===== config.mk =====
export PLATFORM = sky130hd
export DESIGN_NAME = job_slot_broker_top_flat
export DESIGN_NICKNAME = d
export VERILOG_FILES = /design/src/rtl/jsb_pkg.sv /design/src/rtl/jsb_req_if.sv /design/src/rtl/jsb_rsp_if.sv /design/src/rtl/jsb_ram.sv /design/src/rtl/job_slot_broker_top.sv /design/src/flat_wrapper.sv
export SDC_FILE = /design/constraint.sdc
export NUM_CORES = 2
export LEC_CHECK = 0
export BUFFER_PORTS_ARGS = -buffer_cell sky130_fd_sc_hd__buf_2
export CELL_PAD_IN_SITES_DETAIL_PLACEMENT = 1
export CELL_PAD_IN_SITES_GLOBAL_PLACEMENT = 1
export CORE_AREA = 2 2 300 525
export DETAILED_ROUTE_END_ITERATION = 16
export DIE_AREA = 0 0 302 527
export PLACE_DENSITY_LB_ADDON = 0.05
export SLEW_MARGIN = 20
export SYNTH_ARGS = -nofsm -noshare
export SYNTH_HDL_FRONTEND = slang
export SYNTH_SLANG_ARGS = --single-unit

===== constraint.sdc =====
create_clock -name clk_i -period 15 [get_ports clk_i]
set_input_delay 0.75 -clock clk_i [delete_from_list [all_inputs] [get_ports clk_i]]
set_output_delay 0.75 -clock clk_i [all_outputs]
set_load 0.01 [all_outputs]

===== src/rtl/jsb_pkg.sv =====
`default_nettype none
package jsb_pkg;

  localparam int SLOT_COUNT = 4;
  localparam int SlotW = (SLOT_COUNT > 1) ? $clog2(SLOT_COUNT) : 1;
  localparam int CntW = $clog2(SLOT_COUNT + 1);

  localparam logic [6:0]  InflightReset = 7'd2;
  localparam logic [15:0] ReqLenReset = 16'd1024;
  localparam logic [15:0] RepLenReset = 16'd1024;
  localparam logic [31:0] FirstJobId = 32'd1;

  typedef logic [SlotW-1:0] slot_t;

  typedef enum logic [2:0] {
    ACT_SUBMIT   = 3'd0,
    ACT_FETCH    = 3'd1,
    ACT_COMPLETE = 3'd2,
    ACT_POLL     = 3'd3,
    ACT_DESTROY  = 3'd4
  } action_e;

  typedef enum logic [2:0] {
    RC_OK    = 3'd0,
    RC_PERM  = 3'd1,
    RC_INVAL = 3'd2,
    RC_BUSY  = 3'd3,
    RC_NOENT = 3'd4,
    RC_NONE  = 3'd5
  } result_e;

  typedef enum logic [1:0] {
    PH_FREE = 2'd0,
    PH_PEND = 2'd1,
    PH_RUN  = 2'd2,
    PH_DONE = 2'd3
  } phase_e;

  typedef enum logic [1:0] {
    CFG_INFLIGHT = 2'd0,
    CFG_REQ_LEN  = 2'd1,
    CFG_REP_LEN  = 2'd2
  } cfg_idx_e;

  // slot data kept in the RAM
  typedef struct packed {
    logic [31:0] owner_gen;
    logic [31:0] exec_gen;
    logic [15:0] payload_len;
  } slot_word_t;

  typedef struct packed {
    logic [2:0]  result_code;
    logic [31:0] reply_job_id;
    logic [31:0] reply_owner;
    logic [15:0] reply_length;
    logic [1:0]  poll_state;
    logic        exec_status;
    logic [5:0]  slot_index;
  } rsp_t;

endpackage
`default_nettype wire


===== src/rtl/jsb_req_if.sv =====
`default_nettype none
interface jsb_req_if;
  logic        valid;
  logic        ready;
  logic [2:0]  action;
  logic [31:0] caller_pid;
  logic [31:0] caller_generation;
  logic        quota_ok;
  logic [31:0] job_ref;
  logic [15:0] request_length;
  logic        request_status;

  modport source(output valid, action, caller_pid, caller_generation, quota_ok, job_ref,
                 request_length, request_status, input ready);
  modport sink(input valid, action, caller_pid, caller_generation, quota_ok, job_ref,
               request_length, request_status, output ready);
endinterface
`default_nettype wire


===== src/rtl/jsb_rsp_if.sv =====
`default_nettype none
interface jsb_rsp_if;
  logic        valid;
  logic        ready;
  logic [2:0]  result_code;
  logic [31:0] reply_job_id;
  logic [31:0] reply_owner;
  logic [15:0] reply_length;
  logic [1:0]  poll_state;
  logic        exec_status;
  logic [5:0]  slot_index;

  modport source(output valid, result_code, reply_job_id, reply_owner, reply_length,
                 poll_state, exec_status, slot_index, input ready);
  modport sink(input valid, result_code, reply_job_id, reply_owner, reply_length,
               poll_state, exec_status, slot_index, output ready);
endinterface
`default_nettype wire


===== src/rtl/jsb_ram.sv =====
`default_nettype none
module jsb_ram #(
  parameter int Width = 8,
  parameter int Depth = 4,
  localparam int AddrW = (Depth > 1) ? $clog2(Depth) : 1
) (
  input  wire logic                  clk_i,
  input  wire logic                  we_i,
  input  wire logic [AddrW-1:0]      waddr_i,
  input  wire logic [Width-1:0]      wdata_i,
  input  wire logic                  re_i,
  input  wire logic [AddrW-1:0]      raddr_i,
  output logic      [Width-1:0]      rdata_o
);
  logic [Width-1:0] mem_q [Depth];

  // write port
  always_ff @(posedge clk_i) begin
    if (we_i) begin
      mem_q[waddr_i] <= wdata_i;
    end
  end

  // registered read port, holds while idle
  always_ff @(posedge clk_i) begin
    if (re_i) begin
      rdata_o <= mem_q[raddr_i];
    end
  end
endmodule
`default_nettype wire


===== src/rtl/job_slot_broker_top.sv =====
`default_nettype none
// Job-slot broker over a pool of jsb_pkg::SLOT_COUNT slots. One request word is taken at a
// time and gives exactly one reply word. Each request goes through two steps: a lookup step scans
// the per-slot phase, id and pid registers and issues the read of the chosen slot's RAM word
// (generations and payload length), and an execute step checks that word, writes it back and
// loads the reply register. A new request is taken the cycle after the reply is loaded, while
// that reply may still wait to be taken; the execute step holds only if the previous reply is
// still unclaimed. The slot RAM needs no clearing after reset. Configuration writes take
// effect at once and are meant for idle periods.
module job_slot_broker_top (
  input  wire logic        clk_i,
  input  wire logic        rst_ni,
  input  wire logic        cfg_we_i,
  input  wire logic [1:0]  cfg_idx_i,
  input  wire logic [15:0] cfg_data_i,
  jsb_req_if.sink          req,
  jsb_rsp_if.source        rsp
);
  localparam int SlotN = jsb_pkg::SLOT_COUNT;
  localparam int CntW = jsb_pkg::CntW;

  typedef enum logic [2:0] {
    ST_IDLE = 3'b001,
    ST_LOOK = 3'b010,
    ST_EXEC = 3'b100
  } state_e;

  state_e state_q, state_d;

  // configuration
  logic [6:0]  inflight_q;
  logic [15:0] req_lim_q, rep_lim_q;

  always_ff @(posedge clk_i or negedge rst_ni) begin
    if (!rst_ni) begin
      inflight_q <= jsb_pkg::InflightReset;
      req_lim_q  <= jsb_pkg::ReqLenReset;
      rep_lim_q  <= jsb_pkg::RepLenReset;
    end else if (cfg_we_i) begin
      case (cfg_idx_i)
        jsb_pkg::CFG_INFLIGHT: inflight_q <= cfg_data_i[6:0];
        jsb_pkg::CFG_REQ_LEN:  req_lim_q <= cfg_data_i;
        jsb_pkg::CFG_REP_LEN:  rep_lim_q <= cfg_data_i;
        default: ;
      endcase
    end
  end

  // latched request word
  logic [2:0]  act_q;
  logic [31:0] pid_q, gen_q, ref_q;
  logic        quota_q, st_q;
  logic [15:0] len_q;

  always_ff @(posedge clk_i) begin
    if (req.valid && req.ready) begin
      act_q   <= req.action;
      pid_q   <= req.caller_pid;
      gen_q   <= req.caller_generation;
      quota_q <= req.quota_ok;
      ref_q   <= req.job_ref;
      len_q   <= req.request_length;
      st_q    <= req.request_status;
    end
  end

  // per-slot registers, of which the lookup scans phase, job id and owner
  jsb_pkg::phase_e phase_q [SlotN];
  jsb_pkg::phase_e phase_d [SlotN];
  logic            orphan_q [SlotN];
  logic            orphan_d [SlotN];
  logic            done_q [SlotN];
  logic            done_d [SlotN];
  logic [31:0]     job_id_q [SlotN];
  logic [31:0]     job_id_d [SlotN];
  logic [31:0]     owner_q [SlotN];
  logic [31:0]     owner_d [SlotN];
  logic [31:0]     exec_q [SlotN];
  logic [31:0]     exec_d [SlotN];
  logic [15:0]     res_len_q [SlotN];
  logic [15:0]     res_len_d [SlotN];
  logic [31:0]     next_id_q, next_id_d;

  // lookup decision
  jsb_pkg::result_e dec_rc, dec_rc_q;
  logic             dec_hit, dec_hit_q;
  jsb_pkg::slot_t   dec_slot, dec_slot_q;

  logic [CntW-1:0]  own_cnt;
  logic             free_f, pend_f, run_f, live_f;
  jsb_pkg::slot_t   free_i, pend_i, run_i, live_i;

  // scan the slots
  always_comb begin
    own_cnt = '0;
    free_f = 1'b0; free_i = '0;
    pend_f = 1'b0; pend_i = '0;
    run_f = 1'b0;  run_i = '0;
    live_f = 1'b0; live_i = '0;
    for (int i = 0; i < SlotN; i++) begin
      if (phase_q[i] != jsb_pkg::PH_FREE && owner_q[i] == pid_q) begin
        own_cnt = CntW'(own_cnt + 1'b1);
      end
      if (phase_q[i] == jsb_pkg::PH_PEND &&
          (!pend_f || job_id_q[i] < job_id_q[pend_i])) begin
        pend_f = 1'b1;
        pend_i = jsb_pkg::slot_t'(i);
      end
    end
    // lowest slot wins: walk downwards
    for (int i = SlotN - 1; i >= 0; i--) begin
      if (phase_q[i] == jsb_pkg::PH_FREE) begin
        free_f = 1'b1;
        free_i = jsb_pkg::slot_t'(i);
      end
      if (phase_q[i] == jsb_pkg::PH_RUN && job_id_q[i] == ref_q) begin
        run_f = 1'b1;
        run_i = jsb_pkg::slot_t'(i);
      end
      if (phase_q[i] != jsb_pkg::PH_FREE && job_id_q[i] == ref_q) begin
        live_f = 1'b1;
        live_i = jsb_pkg::slot_t'(i);
      end
    end
  end

  // decide what the request does
  always_comb begin
    dec_rc = jsb_pkg::RC_OK;
    dec_hit = 1'b0;
    dec_slot = '0;
    case (act_q)
      jsb_pkg::ACT_SUBMIT: begin
        if (!quota_q) begin
          dec_rc = jsb_pkg::RC_PERM;
        end else if (len_q == 16'd0 || len_q > req_lim_q) begin
          dec_rc = jsb_pkg::RC_INVAL;
        end else if (7'(own_cnt) >= inflight_q || !free_f) begin
          dec_rc = jsb_pkg::RC_BUSY;
        end else begin
          dec_hit = 1'b1;
          dec_slot = free_i;
        end
      end
      jsb_pkg::ACT_FETCH: begin
        if (pend_f) begin
          dec_hit = 1'b1;
          dec_slot = pend_i;
        end else begin
          dec_rc = jsb_pkg::RC_NONE;
        end
      end
      jsb_pkg::ACT_COMPLETE: begin
        if (len_q > rep_lim_q) begin
          dec_rc = jsb_pkg::RC_INVAL;
        end else if (run_f) begin
          dec_hit = 1'b1;
          dec_slot = run_i;
        end else begin
          dec_rc = jsb_pkg::RC_NOENT;
        end
      end
      jsb_pkg::ACT_POLL: begin
        if (live_f) begin
          dec_hit = 1'b1;
          dec_slot = live_i;
        end else begin
          dec_rc = jsb_pkg::RC_NOENT;
        end
      end
      jsb_pkg::ACT_DESTROY: dec_rc = jsb_pkg::RC_OK;
      default: dec_rc = jsb_pkg::RC_INVAL;
    endcase
  end

  always_ff @(posedge clk_i) begin
    if (state_q == ST_LOOK) begin
      dec_rc_q   <= dec_rc;
      dec_hit_q  <= dec_hit;
      dec_slot_q <= dec_slot;
    end
  end

  // slot RAM
  jsb_pkg::slot_word_t rd_word, wr_word;
  logic                ram_we;

  jsb_ram #(
    .Width($bits(jsb_pkg::slot_word_t)),
    .Depth(SlotN)
  ) u_slot_ram (
    .clk_i  (clk_i),
    .we_i   (ram_we),
    .waddr_i(dec_slot_q),
    .wdata_i(wr_word),
    .re_i   (state_q == ST_LOOK),
    .raddr_i(dec_slot),
    .rdata_o(rd_word)
  );

  // execute: check, modify, write back
  logic         out_valid_q;
  jsb_pkg::rsp_t out_q, out_d;
  logic         fire;

  assign fire = (state_q == ST_EXEC) && (!out_valid_q || rsp.ready);

  always_comb begin
    phase_d = phase_q;
    orphan_d = orphan_q;
    done_d = done_q;
    job_id_d = job_id_q;
    owner_d = owner_q;
    exec_d = exec_q;
    res_len_d = res_len_q;
    next_id_d = next_id_q;
    wr_word = rd_word;
    ram_we = 1'b0;
    out_d = '0;
    out_d.result_code = dec_rc_q;
    if (fire && dec_hit_q) begin
      case (act_q)
        jsb_pkg::ACT_SUBMIT: begin
          phase_d[dec_slot_q] = jsb_pkg::PH_PEND;
          job_id_d[dec_slot_q] = next_id_q;
          owner_d[dec_slot_q] = pid_q;
          wr_word.owner_gen = gen_q;
          wr_word.payload_len = len_q;
          ram_we = 1'b1;
          next_id_d = (next_id_q == '1) ? jsb_pkg::FirstJobId : 32'(next_id_q + 32'd1);
          out_d.reply_job_id = next_id_q;
          out_d.slot_index = 6'(dec_slot_q);
        end
        jsb_pkg::ACT_FETCH: begin
          phase_d[dec_slot_q] = jsb_pkg::PH_RUN;
          exec_d[dec_slot_q] = pid_q;
          wr_word.exec_gen = gen_q;
          ram_we = 1'b1;
          out_d.reply_job_id = job_id_q[dec_slot_q];
          out_d.reply_owner = owner_q[dec_slot_q];
          out_d.reply_length = rd_word.payload_len;
          out_d.slot_index = 6'(dec_slot_q);
        end
        jsb_pkg::ACT_COMPLETE: begin
          out_d.slot_index = 6'(dec_slot_q);
          if (exec_q[dec_slot_q] != pid_q || rd_word.exec_gen != gen_q) begin
            out_d.result_code = jsb_pkg::RC_PERM;
          end else if (orphan_q[dec_slot_q]) begin
            phase_d[dec_slot_q] = jsb_pkg::PH_FREE;
            orphan_d[dec_slot_q] = 1'b0;
          end else begin
            phase_d[dec_slot_q] = jsb_pkg::PH_DONE;
            done_d[dec_slot_q] = st_q;
            res_len_d[dec_slot_q] = len_q;
          end
        end
        jsb_pkg::ACT_POLL: begin
          if (owner_q[dec_slot_q] != pid_q || rd_word.owner_gen != gen_q) begin
            out_d.result_code = jsb_pkg::RC_NOENT;
          end else begin
            out_d.reply_job_id = job_id_q[dec_slot_q];
            out_d.poll_state = phase_q[dec_slot_q];
            out_d.slot_index = 6'(dec_slot_q);
            if (phase_q[dec_slot_q] == jsb_pkg::PH_DONE) begin
              out_d.reply_length = res_len_q[dec_slot_q];
              out_d.exec_status = done_q[dec_slot_q];
              phase_d[dec_slot_q] = jsb_pkg::PH_FREE;
              orphan_d[dec_slot_q] = 1'b0;
            end
          end
        end
        default: ;
      endcase
    end
    // sweep every slot for the dying process
    if (fire && act_q == jsb_pkg::ACT_DESTROY) begin
      for (int i = 0; i < SlotN; i++) begin
        if (phase_q[i] != jsb_pkg::PH_FREE) begin
          if (owner_q[i] == pid_q) begin
            if (phase_q[i] == jsb_pkg::PH_RUN) begin
              orphan_d[i] = 1'b1;
            end else begin
              phase_d[i] = jsb_pkg::PH_FREE;
              orphan_d[i] = 1'b0;
            end
          end else if (exec_q[i] == pid_q && phase_q[i] == jsb_pkg::PH_RUN) begin
            if (orphan_q[i]) begin
              phase_d[i] = jsb_pkg::PH_FREE;
              orphan_d[i] = 1'b0;
            end else begin
              phase_d[i] = jsb_pkg::PH_DONE;
              done_d[i] = 1'b1;
              res_len_d[i] = 16'd0;
            end
          end
        end
      end
    end
  end

  // slot control state
  always_ff @(posedge clk_i or negedge rst_ni) begin
    if (!rst_ni) begin
      for (int i = 0; i < SlotN; i++) begin
        phase_q[i] <= jsb_pkg::PH_FREE;
        orphan_q[i] <= 1'b0;
      end
      next_id_q <= jsb_pkg::FirstJobId;
    end else begin
      phase_q <= phase_d;
      orphan_q <= orphan_d;
      next_id_q <= next_id_d;
    end
  end

  // slot payload registers
  always_ff @(posedge clk_i) begin
    done_q <= done_d;
    job_id_q <= job_id_d;
    owner_q <= owner_d;
    exec_q <= exec_d;
    res_len_q <= res_len_d;
  end

  // sequencer
  always_comb begin
    state_d = state_q;
    case (state_q)
      ST_IDLE: if (req.valid) state_d = ST_LOOK;
      ST_LOOK: state_d = ST_EXEC;
      ST_EXEC: if (fire) state_d = ST_IDLE;
      default: state_d = ST_IDLE;
    endcase
  end

  always_ff @(posedge clk_i or negedge rst_ni) begin
    if (!rst_ni) begin
      state_q <= ST_IDLE;
    end else begin
      state_q <= state_d;
    end
  end

  assign req.ready = (state_q == ST_IDLE);

  // reply register
  always_ff @(posedge clk_i or negedge rst_ni) begin
    if (!rst_ni) begin
      out_valid_q <= 1'b0;
    end else if (fire) begin
      out_valid_q <= 1'b1;
    end else if (rsp.ready) begin
      out_valid_q <= 1'b0;
    end
  end

  always_ff @(posedge clk_i) begin
    if (fire) begin
      out_q <= out_d;
    end
  end

  assign rsp.valid        = out_valid_q;
  assign rsp.result_code  = out_q.result_code;
  assign rsp.reply_job_id = out_q.reply_job_id;
  assign rsp.reply_owner  = out_q.reply_owner;
  assign rsp.reply_length = out_q.reply_length;
  assign rsp.poll_state   = out_q.poll_state;
  assign rsp.exec_status  = out_q.exec_status;
  assign rsp.slot_index   = out_q.slot_index;
endmodule
`default_nettype wire


===== src/flat_wrapper.sv =====
// flat-port wrapper written by rule: the top's interface ports become plain ports
module job_slot_broker_top_flat 
  (clk_i, rst_ni, cfg_we_i, cfg_idx_i, cfg_data_i, req_valid, req_action, req_caller_pid, req_caller_generation, req_quota_ok, req_job_ref, req_request_length, req_request_status, req_ready, rsp_valid, rsp_result_code, rsp_reply_job_id, rsp_reply_owner, rsp_reply_length, rsp_poll_state, rsp_exec_status, rsp_slot_index, rsp_ready);
  jsb_req_if req_i ();
  jsb_rsp_if rsp_i ();
  input  wire logic clk_i;
  input  wire logic rst_ni;
  input  wire logic cfg_we_i;
  input  wire logic [1:0] cfg_idx_i;
  input  wire logic [15:0] cfg_data_i;
  input wire logic [$bits(req_i.valid)-1:0] req_valid;
  input wire logic [$bits(req_i.action)-1:0] req_action;
  input wire logic [$bits(req_i.caller_pid)-1:0] req_caller_pid;
  input wire logic [$bits(req_i.caller_generation)-1:0] req_caller_generation;
  input wire logic [$bits(req_i.quota_ok)-1:0] req_quota_ok;
  input wire logic [$bits(req_i.job_ref)-1:0] req_job_ref;
  input wire logic [$bits(req_i.request_length)-1:0] req_request_length;
  input wire logic [$bits(req_i.request_status)-1:0] req_request_status;
  output wire logic [$bits(req_i.ready)-1:0] req_ready;
  output wire logic [$bits(rsp_i.valid)-1:0] rsp_valid;
  output wire logic [$bits(rsp_i.result_code)-1:0] rsp_result_code;
  output wire logic [$bits(rsp_i.reply_job_id)-1:0] rsp_reply_job_id;
  output wire logic [$bits(rsp_i.reply_owner)-1:0] rsp_reply_owner;
  output wire logic [$bits(rsp_i.reply_length)-1:0] rsp_reply_length;
  output wire logic [$bits(rsp_i.poll_state)-1:0] rsp_poll_state;
  output wire logic [$bits(rsp_i.exec_status)-1:0] rsp_exec_status;
  output wire logic [$bits(rsp_i.slot_index)-1:0] rsp_slot_index;
  input wire logic [$bits(rsp_i.ready)-1:0] rsp_ready;
  assign req_i.valid = req_valid;
  assign req_i.action = req_action;
  assign req_i.caller_pid = req_caller_pid;
  assign req_i.caller_generation = req_caller_generation;
  assign req_i.quota_ok = req_quota_ok;
  assign req_i.job_ref = req_job_ref;
  assign req_i.request_length = req_request_length;
  assign req_i.request_status = req_request_status;
  assign req_ready = req_i.ready;
  assign rsp_valid = rsp_i.valid;
  assign rsp_result_code = rsp_i.result_code;
  assign rsp_reply_job_id = rsp_i.reply_job_id;
  assign rsp_reply_owner = rsp_i.reply_owner;
  assign rsp_reply_length = rsp_i.reply_length;
  assign rsp_poll_state = rsp_i.poll_state;
  assign rsp_exec_status = rsp_i.exec_status;
  assign rsp_slot_index = rsp_i.slot_index;
  assign rsp_i.ready = rsp_ready;
  job_slot_broker_top u_core (.clk_i(clk_i), .rst_ni(rst_ni), .cfg_we_i(cfg_we_i), .cfg_idx_i(cfg_idx_i), .cfg_data_i(cfg_data_i), .req(req_i), .rsp(rsp_i));
endmodule

==> out/metrics.csv <==
stage;metric;value;unit
yosys;synth_seq_cells;1150;
die;die_x;302;µm
yosys;postSynthAreaPerCell;14.7;µm²
power;power_per_cell_area;131;nW/µm²
yosys;synth.most_common_cell;edfxtp_1;
clock_tree;cts.sinks;1150;
die;die-height;527;µm
hold_path;worst_hold_path.num_cells;1;
yosys;synthCells;3657;
clock_tree;insertion_delay;0.79;ns
sta;setup_tns;0;ns
setup_path;path_max_fanout;47;
setup_path;cp.required;15.46;ns
sta;setup_viol;0;
yosys;synth_common_cells;edfxtp_1 (995), mux2i_1 (337), xnor2_1 (299), xor2_1 (245), nor2_1 (169);
yosys;yosys_warnings;0;
setup_path;max_stage_delay;0.95;ns
sta;timing.final.hold_violations;0;
clock_tree;root_buffer;clkbuf_16;
die;core_area;155000;µm²
sta;layout_setup_ws;4.10;ns
yosys;synth_top_area_share;55.4;%
setup_path;reg2reg_depth;32;
setup_path;critPathKind;reg -> reg;
grt;grt_pass1_vias;34740;
final_layout;drive_above_1_share;19.5;%
placement;dp_slack;4.22;ns
clock_tree;cts_buffers;116;
grt;grt_first_pass_wirelength;259;mm
clock_tree;htreeDepth;3;
clock_tree;path_clk_slew;0.07;ns
power;peakVddDrop;0.100;mV
sta;skew;0.0456;ns
routing;routed_wirelength;183;mm
placement;routabilityCongestion;0.929;
routing;postRouteAntennaNets;0;
final_layout;fillers;15754;
sta;min_period;10.90;ns
setup_path;cp-end-kind;register;
routing;wl_per_cell;30.1;µm
yosys;synth.area.top_cells;edfxtp_1 (55%), mux2i_1 (6.3%), xnor2_1 (4.9%), mux4_2 (4.8%), xor2_1 (4.0%);
routing;via_per_inst;5.26;
sta;slew_headroom;23.4;%
die;dieArea;159000;µm²
grt;grt_max_degree;107;
job;cap_violations;0;
grt;grt_overflow;0;
hold_path;min_to;u_core.len_q[1];
yosys;syn-cell-area;53900;µm²
status;status;finished clean;
clock_tree;postCtsSetupRepairBufs;0;
yosys;ys.flop_type;edfxtp_1;
die;io_pins;234;
power;p_leak;0.0221;µW
sta;slew_violations;0;
setup_path;rrSetupSlack;4.10;ns
final_layout;area_growth;14.4;%
setup_path;crit_arrival;11.36;ns
yosys;synth-async-reset-ratio;7.57;%
grt;grt_use_total;22.9;%
yosys;synth_area_leader_cell;edfxtp_1;
yosys;synth-seq-area-share;62.0;%
die;start_util;34.7;%
die;placementRows;192;
routing;via_count;31976;
routing;drtIter0Drc;1667;
yosys;synth_edf_count;995;
setup_path;worstReg2RegEnd;u_core.u_slot_ram.rdata_o[19];
setup_path;cp_slowest_cell;nor4_1;
placement;port_buffers;229;
sta;fmax;0.0917;GHz
hold_path;hold_start;req_request_length[1];
yosys;synth_cell_types;79;
sta;rsz0062_at_grt;false;
routing;first_pass_iters;5;
setup_path;reg2reg_from;u_core.job_id_q[126];
setup_path;cp-start-kind;register;
sta;worst_pin_slew;1.15;ns
hold_path;hold_class;in -> reg;
clock_tree;clk_path_buf_depth;3;
routing;drc_errors;0;
sta;fin_crit_sh;72.7;%
clock_tree;cts_tree;yes;
grt;antenna_found_initial;9;
final_layout;nNetsFinal;4211;
placement;dp_hpwl;129;mm
==> repair_timing <==
| item | 4_1_cts | 5_1_grt |
|---|---|---|
| hold buffers | 1 | 0 |
| hold endpoints to repair | 11 | 0 |
| resized for setup | 0 | 0 |
==> metal layers <==
layer / track usage (%) / vias to the layer above / routed length [µm]
li1: - / 14425 / -
met1: 25.0 / 16652 / 68200
met2: 43.3 / 632 / 99600
met3: 3.05 / 261 / 5760
met4: 10.6 / 6 / 9080
met5: 0 / - / 31
==> placed cells by master (no fill, tap or decap), types with 76 or more instances in the layout <==
cell type,synthesis,final
dfrtp_1,82,82
buf_2,56,228
xor2_1,245,245
inv_1,82,82
xnor2_1,299,299
a21oi_1,79,79
edfxtp_1,995,995
nor2_1,169,159
nand4_1,131,131
mux2i_1,337,337
clkbuf_16,0,119
buf_4,22,92
ha_1,132,132
o21ai_0,77,77
nand2_1,140,138
mux2_2,119,119
mux4_2,115,115
nor4_1,78,76
==> critical path: cells and delay by family, from the launching register on <==
kind | cells | cell delay (ns)
buffers and inverters | 5 | 2.48
AOI/OAI and AO/OA | 10 | 2.39
and+or+nand+nor | 12 | 3.47
DFF | 1 | 0.50
adders and majority gates | 3 | 0.98
muxes | 2 | 0.40
==> cells by family (layout without fill, tap and decap cells) <==
logic type	after synthesis	count (layout)	share of synthesized area, %
xor gates and xnor gates	544	544	8.84
muxes	571	571	13.5
AOI/OAI and AO/OA	294	294	3.45
buffers and inverters	244	620	2.15
and+or+nand+nor	721	721	6.97
other	1	9	0.00695
DFF	1150	1150	62.0
adders and majority gates	132	132	3.06
==> cell type report <==
class                   count  area, µm²  share of cell area, %
clock inverters            76        857                   1.39
diodes                      5       12.5                 0.0203
flip-flops and latches   1150      33400                   54.2
clock buffers             139       3090                   5.02
well taps                2037       2550                   4.13
repair buffers            323       1880                   3.05
inverters                  82        308                  0.499
multi-input cells        2266      19500                   31.7
==> through the flow <==
stage	hold WS, ns	power [µW]	std cells	utilization [%]	cell area, µm²
after floorplan	0.430	4540	3660	-	53900
after global placement	0.442	5100	5857	37.1	57700
after detailed placement	0.449	5100	5857	37.1	57700
after CTS	0.0815	8220	6073	39.7	61700
after global routing	0.104	8380	6074	39.7	61700
final	0.142	8090	6078	39.7	61700
==> power breakdown <==
| group | internal (µW) | total, µW | switching, µW |
|---|---|---|---|
| clock network | 1760 | 3080 | 1320 |
| registers | 3700 | 3890 | 181 |
| logic | 372 | 1120 | 748 |
==> registers in the layout, indices dropped and copies added (netlist names), 4 cells and up <==
name / count
u_core.done_q: 4
u_core.exec_q: 128
u_core.gen_q: 32
u_core.inflight_q: 7
u_core.job_id_q: 128
u_core.len_q: 16
u_core.next_id_q: 32
u_core.orphan_q: 4
u_core.owner_q: 128
u_core.phase_q: 8
u_core.pid_q: 32
u_core.ref_q: 32
u_core.rep_lim_q: 16
u_core.req_lim_q: 16
u_core.res_len_q: 64
u_core.rsp.reply_job_id: 32
u_core.rsp.reply_length: 16
u_core.rsp.reply_owner: 32
u_core.u_slot_ram.mem_q: 320
u_core.u_slot_ram.rdata_o: 80
==> how the worst max path moves through the flow <==
stage                         start                             to  slack [ns]
2_1_floorplan             rsp_ready  u_core.u_slot_ram.mem_q[0][0]        2.83
3_3_place_gp   u_core.job_id_q[125]  u_core.u_slot_ram.rdata_o[34]        4.40
3_5_place_dp   u_core.job_id_q[125]  u_core.u_slot_ram.rdata_o[69]        4.22
4_1_cts        u_core.job_id_q[126]  u_core.u_slot_ram.rdata_o[69]        4.15
5_1_grt         u_core.job_id_q[95]  u_core.u_slot_ram.rdata_o[19]        3.77
6_report       u_core.job_id_q[126]  u_core.u_slot_ram.rdata_o[19]        4.10
Note: power is estimated with default switching activity, not from simulation.
